`config.mk`:
```
export PLATFORM = sky130hd
export DESIGN_NAME = epoch_seconds_to_calendar
export DESIGN_NICKNAME = d
export VERILOG_FILES = /design/src/rtl/esc_pkg.sv /design/src/rtl/epoch_seconds_to_calendar.sv
export SDC_FILE = /design/constraint.sdc
export NUM_CORES = 1
export LEC_CHECK = 0
export BUFFER_PORTS_ARGS = -buffer_cell sky130_fd_sc_hd__buf_4
export CORE_UTILIZATION = 40
export DETAILED_ROUTE_END_ITERATION = 10
export PLACE_DENSITY = 0.68
export SETUP_SLACK_MARGIN = 0.4
export SKIP_CTS_REPAIR_TIMING = 1
export SLEW_MARGIN = 20
export SYNTH_ARGS = -nofsm -noshare
export SYNTH_HDL_FRONTEND = slang
export SYNTH_SLANG_ARGS = --single-unit
```
`constraint.sdc`:
```
create_clock -name clock -period 6.7 [get_ports clock]
set_clock_uncertainty 0.05 [all_clocks]
set_input_delay 0.67 -clock clock [delete_from_list [all_inputs] [get_ports clock]]
set_output_delay 0.67 -clock clock [all_outputs]
set_load 0.1 [all_outputs]
```
`src/rtl/esc_pkg.sv`:
```
// Package for the epoch-seconds to calendar converter.
// Holds the sequencer and divider stage types, calendar constants and table functions.
// No dependencies.
`default_nettype none

package esc_pkg;

   // Calendar constants.
   localparam logic [11:0] BASE_YEAR      = 12'd1970;
   localparam logic [6:0]  BASE_YEAR_M100 = 7'd70;
   localparam logic [8:0]  BASE_YEAR_M400 = 9'd370;
   localparam logic [6:0]  LAST_M100      = 7'd99;
   localparam logic [8:0]  LAST_M400      = 9'd399;
   localparam logic [8:0]  DAYS_LEAP      = 9'd366;
   localparam logic [8:0]  DAYS_COMMON    = 9'd365;
   localparam logic [3:0]  MONTHS         = 4'd12;
   localparam logic [4:0]  DIV_LAST_BIT   = 5'd31;

   // Sequencer states.
   typedef enum logic [2:0] {
      ST_IDLE,
      ST_DIV,
      ST_YEAR,
      ST_MONTH,
      ST_DONE
   } state_type;

   // Which quotient the serial divider is producing.
   typedef enum logic [1:0] {
      DIV_SEC,
      DIV_MIN,
      DIV_HOUR
   } div_stage_type;

   // Divisor for each divider pass.
   function automatic logic [6:0] stage_divisor(input div_stage_type stage);
      logic [6:0] d;
      unique case (stage)
         DIV_SEC:  d = 7'd60;
         DIV_MIN:  d = 7'd60;
         DIV_HOUR: d = 7'd24;
         default:  d = 7'd60;
      endcase
      return d;
   endfunction

   // Length of a month (zero-based index), with a 29-day February in leap years.
   function automatic logic [4:0] month_length(input logic [3:0] month, input logic leap);
      logic [4:0] len;
      case (month)
         4'd1:    len = leap ? 5'd29 : 5'd28;
         4'd3,
         4'd5,
         4'd8,
         4'd10:   len = 5'd30;
         default: len = 5'd31;
      endcase
      return len;
   endfunction

endpackage

`default_nettype wire

```
`src/rtl/epoch_seconds_to_calendar.sv`:
```
// Epoch-seconds to Gregorian calendar converter, top level.
// Depends on esc_pkg for state types, constants and the month table.
`default_nettype none

// Usage:
// An item enters on req_epoch_seconds (unsigned seconds since 1970-01-01
// 00:00:00 UTC) when req_valid and req_ready are both high. The calendar
// time leaves on the rsp_ ports when rsp_valid and rsp_ready are both high.
// One item is worked on at a time; req_ready is high only while the
// sequencer is idle.
// A bit-serial restoring divider makes three passes (by 60, 60 and 24).
// The year loop then strips one elapsed year per cycle, the month loop
// one elapsed month per cycle, and the result is then loaded into the
// output register. The sequencer is idle again right after the load, so
// a new item is accepted only once the previous one has been loaded.
// The result sits in an output register, so a new item is accepted as soon
// as the sequencer is idle even while the previous result waits. If the
// receiver stalls and the output register is still full when the next
// result is ready, the sequencer holds that result until the register frees.
// Reset (synchronous, active high) returns the sequencer to idle and drops
// rsp_valid.

module epoch_seconds_to_calendar (
   input  wire logic        clock,
   input  wire logic        reset,
   input  wire logic        req_valid,
   output logic             req_ready,
   input  wire logic [31:0] req_epoch_seconds,
   output logic             rsp_valid,
   input  wire logic        rsp_ready,
   output logic [5:0]       rsp_second_of_minute,
   output logic [5:0]       rsp_minute_of_hour,
   output logic [4:0]       rsp_hour_of_day,
   output logic [4:0]       rsp_day_of_month,
   output logic [3:0]       rsp_month_number,
   output logic [11:0]      rsp_year_number
);

   // Control registers.
   esc_pkg::state_type     state_ff, state_in;
   esc_pkg::div_stage_type stage_ff, stage_in;
   logic [4:0]             bit_cnt_ff, bit_cnt_in;
   logic                   rsp_valid_ff, rsp_valid_in;

   // Working registers.
   logic [31:0] num_ff, num_in;
   logic [5:0]  rem_ff, rem_in;
   logic [5:0]  sec_ff, sec_in;
   logic [5:0]  min_ff, min_in;
   logic [4:0]  hour_ff, hour_in;
   logic [15:0] days_ff, days_in;
   logic [11:0] year_ff, year_in;
   logic [6:0]  m100_ff, m100_in;
   logic [8:0]  m400_ff, m400_in;
   logic [3:0]  month_ff, month_in;

   // Output registers.
   logic [5:0]  out_sec_ff, out_sec_in;
   logic [5:0]  out_min_ff, out_min_in;
   logic [4:0]  out_hour_ff, out_hour_in;
   logic [4:0]  out_day_ff, out_day_in;
   logic [3:0]  out_month_ff, out_month_in;
   logic [11:0] out_year_ff, out_year_in;

   // Divider step signals.
   logic [6:0]  rem_shift;
   logic [6:0]  divisor;
   logic        q_bit;
   logic [6:0]  rem_diff;
   logic [5:0]  rem_next;
   logic [31:0] num_next;

   // Calendar signals.
   logic        leap;
   logic [8:0]  year_len;
   logic [4:0]  month_len;
   logic        out_free;

   // Control state register.
   always_ff @(posedge clock) begin
      if (reset) begin
         state_ff     <= esc_pkg::ST_IDLE;
         rsp_valid_ff <= 1'b0;
      end else begin
         state_ff     <= state_in;
         rsp_valid_ff <= rsp_valid_in;
      end
   end

   // Datapath registers; no reset needed.
   always_ff @(posedge clock) begin
      stage_ff     <= stage_in;
      bit_cnt_ff   <= bit_cnt_in;
      num_ff       <= num_in;
      rem_ff       <= rem_in;
      sec_ff       <= sec_in;
      min_ff       <= min_in;
      hour_ff      <= hour_in;
      days_ff      <= days_in;
      year_ff      <= year_in;
      m100_ff      <= m100_in;
      m400_ff      <= m400_in;
      month_ff     <= month_in;
      out_sec_ff   <= out_sec_in;
      out_min_ff   <= out_min_in;
      out_hour_ff  <= out_hour_in;
      out_day_ff   <= out_day_in;
      out_month_ff <= out_month_in;
      out_year_ff  <= out_year_in;
   end

   // One restoring-division step: bring down one dividend bit per cycle.
   always_comb begin
      rem_shift = {rem_ff, num_ff[31]};
      divisor   = esc_pkg::stage_divisor(stage_ff);
      q_bit     = (rem_shift >= divisor);
      rem_diff  = rem_shift - divisor;
      rem_next  = q_bit ? rem_diff[5:0] : rem_shift[5:0];
      num_next  = {num_ff[30:0], q_bit};
   end

   // Gregorian leap rule from the year's low bits and its residues mod 100 and 400.
   always_comb begin
      leap      = (year_ff[1:0] == 2'b00) && ((m100_ff != 7'd0) || (m400_ff == 9'd0));
      year_len  = leap ? esc_pkg::DAYS_LEAP : esc_pkg::DAYS_COMMON;
      month_len = esc_pkg::month_length(month_ff, leap);
      out_free  = !rsp_valid_ff || rsp_ready;
   end

   // Next state and datapath updates.
   always_comb begin
      state_in     = state_ff;
      stage_in     = stage_ff;
      bit_cnt_in   = bit_cnt_ff;
      num_in       = num_ff;
      rem_in       = rem_ff;
      sec_in       = sec_ff;
      min_in       = min_ff;
      hour_in      = hour_ff;
      days_in      = days_ff;
      year_in      = year_ff;
      m100_in      = m100_ff;
      m400_in      = m400_ff;
      month_in     = month_ff;
      out_sec_in   = out_sec_ff;
      out_min_in   = out_min_ff;
      out_hour_in  = out_hour_ff;
      out_day_in   = out_day_ff;
      out_month_in = out_month_ff;
      out_year_in  = out_year_ff;
      rsp_valid_in = rsp_valid_ff && !rsp_ready;
      req_ready    = 1'b0;

      unique case (state_ff)
         // Wait for an item and load the dividend.
         esc_pkg::ST_IDLE: begin
            req_ready = 1'b1;
            if (req_valid) begin
               num_in     = req_epoch_seconds;
               rem_in     = 6'd0;
               bit_cnt_in = 5'd0;
               stage_in   = esc_pkg::DIV_SEC;
               state_in   = esc_pkg::ST_DIV;
            end
         end

         // Serial divider: three passes give seconds, minutes, hours and days.
         esc_pkg::ST_DIV: begin
            num_in     = num_next;
            rem_in     = rem_next;
            bit_cnt_in = bit_cnt_ff + 5'd1;
            if (bit_cnt_ff == esc_pkg::DIV_LAST_BIT) begin
               rem_in = 6'd0;
               case (stage_ff)
                  esc_pkg::DIV_SEC: begin
                     sec_in   = rem_next;
                     stage_in = esc_pkg::DIV_MIN;
                  end
                  esc_pkg::DIV_MIN: begin
                     min_in   = rem_next;
                     stage_in = esc_pkg::DIV_HOUR;
                  end
                  default: begin
                     hour_in  = rem_next[4:0];
                     days_in  = num_next[15:0];
                     year_in  = esc_pkg::BASE_YEAR;
                     m100_in  = esc_pkg::BASE_YEAR_M100;
                     m400_in  = esc_pkg::BASE_YEAR_M400;
                     state_in = esc_pkg::ST_YEAR;
                  end
               endcase
            end
         end

         // Strip whole years, one per cycle.
         esc_pkg::ST_YEAR: begin
            if (days_ff >= {7'd0, year_len}) begin
               days_in = days_ff - {7'd0, year_len};
               year_in = year_ff + 12'd1;
               m100_in = (m100_ff == esc_pkg::LAST_M100) ? 7'd0 : m100_ff + 7'd1;
               m400_in = (m400_ff == esc_pkg::LAST_M400) ? 9'd0 : m400_ff + 9'd1;
            end else begin
               month_in = 4'd0;
               state_in = esc_pkg::ST_MONTH;
            end
         end

         // Strip whole months, one per cycle.
         esc_pkg::ST_MONTH: begin
            if ((month_ff < esc_pkg::MONTHS) && (days_ff >= {11'd0, month_len})) begin
               days_in  = days_ff - {11'd0, month_len};
               month_in = month_ff + 4'd1;
            end else begin
               state_in = esc_pkg::ST_DONE;
            end
         end

         // Hand the result to the output register once it is free.
         esc_pkg::ST_DONE: begin
            if (out_free) begin
               out_sec_in   = sec_ff;
               out_min_in   = min_ff;
               out_hour_in  = hour_ff;
               out_day_in   = days_ff[4:0] + 5'd1;
               out_month_in = month_ff + 4'd1;
               out_year_in  = year_ff;
               rsp_valid_in = 1'b1;
               state_in     = esc_pkg::ST_IDLE;
            end
         end

         default: begin
            state_in = esc_pkg::ST_IDLE;
         end
      endcase
   end

   // Result ports.
   assign rsp_valid            = rsp_valid_ff;
   assign rsp_second_of_minute = out_sec_ff;
   assign rsp_minute_of_hour   = out_min_ff;
   assign rsp_hour_of_day      = out_hour_ff;
   assign rsp_day_of_month     = out_day_ff;
   assign rsp_month_number     = out_month_ff;
   assign rsp_year_number      = out_year_ff;

endmodule

`default_nettype wire
```
==> impl_results.md <==
- Outcome: completed
- Power Dens Cells: ~250 nW/um^2
- Synth warn: 0
- Crit Path Category: reg -> reg
- R2R Path Start: m400_ff[2]$_SDFFCE_PP0P_
- Drt wl/cell: around 15 um
- Crit path to: days_ff[4]$_DFFE_PP_
- Post-route setup TNS: 0 ns
- Mapped cell area: approximately 7100 um^2
- Worst-path fanout max: 29
- Maximum clock frequency: 0.241 GHz
- Post-synthesis register bit count: roughly 150
- Largest net degree at the start of global routing: 45
- Clock latency on the worst-skew pair: around 0.43 ns
- Die Ht: about 140 um
- Core area: roughly 17,000 um^2
- Via count: approximately 4,700
- CTS Buf Count: 17
- Initial core utilization: approximately two fifths
- CTS tree: built
- Number of synthesized flops with an enable pin: between 100 and 150
- DPL Wire Length: just over 9000 um
- GR Util All Layers: between 10% and 20%
- Multi-input gate area: 2440 um^2
- Final count of negative-setup-slack endpoints: 0
- RR Endpoint: days_ff[4]$_DFFE_PP_
- Gpl congestion: approximately 0.9
- Global-route wire length before repair: ~22,000 um
- Sequential area share after synthesis: 63.5%
- Horiz. Die Dim: 135 um
- Worst-Margin Slew: between 1 and 1.5 ns
- Syn Area/Cell: ~12 um^2
- FILL cells: 1,519
- Clock share of power: between 40% and 50%
- Reg2reg setup slack: roughly 2.5 ns
- Static Leak: 3.25 nW
- Max cap viols: 0
- First-pass DRT Iterations: 5
- Max-slew headroom: between 30% and 40%
- Period utilisation layout: 62.0%
- Yosys cell types: 59
- Register area: 4520 um^2
- Critical Path Source: m400_ff[2]$_SDFFCE_PP0P_
- Core Rows: between 40 and 50
- Final Util: 48.8%
- Comb pwr share: 6.3%
- Clock-pin slew on the worst setup and hold paths: roughly 0.06 ns
- Sw Share: between 20% and 30%
- H-Tree Depth: 4
- Net load switching power: ~0.50 mW
- Worst path arrival time: roughly 4.2 ns
- Flop pwr share: between 50 and 60%
- Minimum clock period: a little over 4 ns
- Initial antenna violation count: 0
- ANT nets after route: 0
- DRT iter0 DRCs: 380
- Top_reg_cell synth: edfxtp_1
- ANT cells: 0
- # clock sinks: ~150
- IO Port Bufs: 75
- Hold Crit Class: reg -> reg
- Cells after Synth: just over 600
- Vias in the first global route: about 4,500
- DRC Markers: 0
- Unrepaired setup endpoints after global routing: false
- Detailed Route WL: approximately 14,000 um
- Peak VDD IR: 0.000204 V
- # nets final: ~740
- GRT overflow: 0
- Synth-to-Final Area Change: 18.9%
- Final hold vios: 0
- Syn_nets: ~660
- Die area: around 18,000 um^2
- FFs w/ async S/R, synth: 0%
- Clk buf depth: 2
- Critical Path Source Type: flop
- Internal: about 1.6 mW
- Final Slew Violations: 0
- Root Buffer: clkbuf_16
- Avg Vias per Cell: 5.11
- R2R cell count: 12
- Layout cells sized above 1: 18.4%
- Worst Setup End Kind: flop
- I/O pin total: 76
- Crit path required time: about 6.7 ns
how the worst min path moves through the flow:
stage | from | end | slack, ns | depth (start not counted)
6_report | sec_ff[0]$_DFFE_PP_ | rsp_second_of_minute[0]$_DFFE_PP_ | 0.37 | 0
5_1_grt | sec_ff[5]$_DFFE_PP_ | rsp_second_of_minute[5]$_DFFE_PP_ | 0.37 | 0
3_3_place_gp | sec_ff[2]$_DFFE_PP_ | rsp_second_of_minute[2]$_DFFE_PP_ | 0.35 | 0
2_1_floorplan | hour_ff[0]$_DFFE_PP_ | rsp_hour_of_day[0]$_DFFE_PP_ | 0.35 | 0
3_5_place_dp | hour_ff[1]$_DFFE_PP_ | rsp_hour_of_day[1]$_DFFE_PP_ | 0.35 | 0
4_1_cts | sec_ff[0]$_DFFE_PP_ | rsp_second_of_minute[0]$_DFFE_PP_ | 0.37 | 0
cells in the mapped netlist (2+ instances only):
library cell | instances | area share, %
nor3_1 | 9 | 0.63
or3_1 | 9 | 0.79
nand2_1 | 131 | 6.9
a31oi_1 | 3 | 0.26
o21ai_0 | 27 | 1.9
inv_1 | 22 | 1.2
o311ai_0 | 2 | 0.25
nor3b_1 | 2 | 0.21
nor3_2 | 2 | 0.28
nand3_1 | 26 | 1.8
nand4_1 | 3 | 0.26
mux2_2 | 3 | 0.47
nor2b_1 | 8 | 0.70
a211oi_1 | 2 | 0.21
mux2i_1 | 4 | 0.56
dfxtp_1 | 4 | 1.1
nand2b_1 | 10 | 0.88
nand3b_1 | 2 | 0.21
clkbuf_1 | 15 | 0.79
ha_1 | 20 | 3.5
fa_1 | 2 | 0.56
o211ai_1 | 2 | 0.21
nand4b_1 | 2 | 0.25
a21oi_1 | 13 | 0.91
nor4_1 | 3 | 0.26
nor2_1 | 36 | 1.9
xnor2_1 | 18 | 2.2
xor2_1 | 20 | 2.5
and2_1 | 5 | 0.44
o21ai_1 | 2 | 0.14
and3_1 | 14 | 1.2
buf_2 | 9 | 0.63
edfxtp_1 | 148 | 62
a32oi_1 | 2 | 0.25
per-layer routing:
metal | routed length [um] | global-route usage (%) | up-vias
li1 | - | - | 2306
met1 | 6450 | 21.3 | 2198
met2 | 6310 | 24.2 | 160
met3 | 656 | 4.00 | 19
met4 | 301 | 7.49 | 0
met5 | 0 | 0 | -
critical path, cell delays in order, from the launching register on:
cell and delay [ns]:
edfxtp_1 0.48, nor4_1 0.29, nand4b_1 0.16, a41oi_1 0.43, inv_1 0.13, ha_1 0.24
fa_1 0.40, inv_1 0.07, o311ai_0 0.11, and3_1 0.23, o22ai_2 0.12, buf_4 0.39
nand2b_1 0.68
cells in the final DEF, fill, tap and decap left out, types with 17 or more instances in the layout:
cell | Yosys | routed
ha_1 | 20 | 20
o21ai_0 | 27 | 27
nand3_1 | 26 | 26
xnor2_1 | 18 | 18
edfxtp_1 | 148 | 148
buf_4 | 0 | 80
xor2_1 | 20 | 20
nor2_1 | 36 | 34
clkbuf_16 | 0 | 17
nand2_1 | 131 | 130
inv_1 | 22 | 22
logic make-up (layout without fill, tap and decap cells):
kind of cell | Yosys count | after routing | share of synthesized area [%]
AND/OR/NAND/NOR | 270 | 270 | 18.0
flip-flops | 152 | 152 | 63.5
adder cells (fa/ha/maj) | 22 | 22 | 4.07
multiplexers | 7 | 7 | 1.04
buffers and inverters | 48 | 135 | 2.69
XOR/XNOR | 38 | 38 | 4.67
AO/OA/AOI/OAI | 68 | 68 | 6.09
sequential cells by signal, summed over array words and instances, names as in the netlist, 5 cells and up:
name / cells
rem_ff: 6
year_ff: 12
sec_ff: 6
min_ff: 6
num_ff: 32
rsp_second_of_minute: 6
bit_cnt_ff: 5
rsp_hour_of_day: 5
rsp_minute_of_hour: 6
rsp_year_number: 12
m400_ff: 9
rsp_day_of_month: 5
hour_ff: 5
days_ff: 16
m100_ff: 7
power groups by stage:
stage                     combinational [mW]  sequential [mW]  clock, mW
final                                  0.134             1.11      0.882
after detailed placement               0.134             1.13          0
after floorplan                       0.0926             1.12          0
after CTS                              0.135             1.11      0.899
after global placement                 0.130             1.13          0
after global routing                   0.152             1.12      0.939
final cells by class:
class / instances / area share, %
tap: 225 / 3.32
sequential: 152 / 53.4
timing repair buffer: 80 / 7.09
inverter: 23 / 1.02
multi-input combinational: 405 / 28.8
clock buffer: 18 / 5.06
clock inverter: 14 / 1.34
metrics by stage:
stage          hold slack (ns)  power (mW)  cell area (um^2)  worst slack [ns]  std cells
2_1_floorplan            0.350        1.22              7130              2.03        605
3_3_place_gp             0.353        1.26              7930              2.64        885
3_5_place_dp             0.355        1.27              7930              2.54        885
4_1_cts                  0.370        2.15              8470              2.50        917
5_1_grt                  0.371        2.21              8470              2.21        917
6_report                 0.369        2.13              8470              2.55        917
Power figures use the tool's default switching activity.
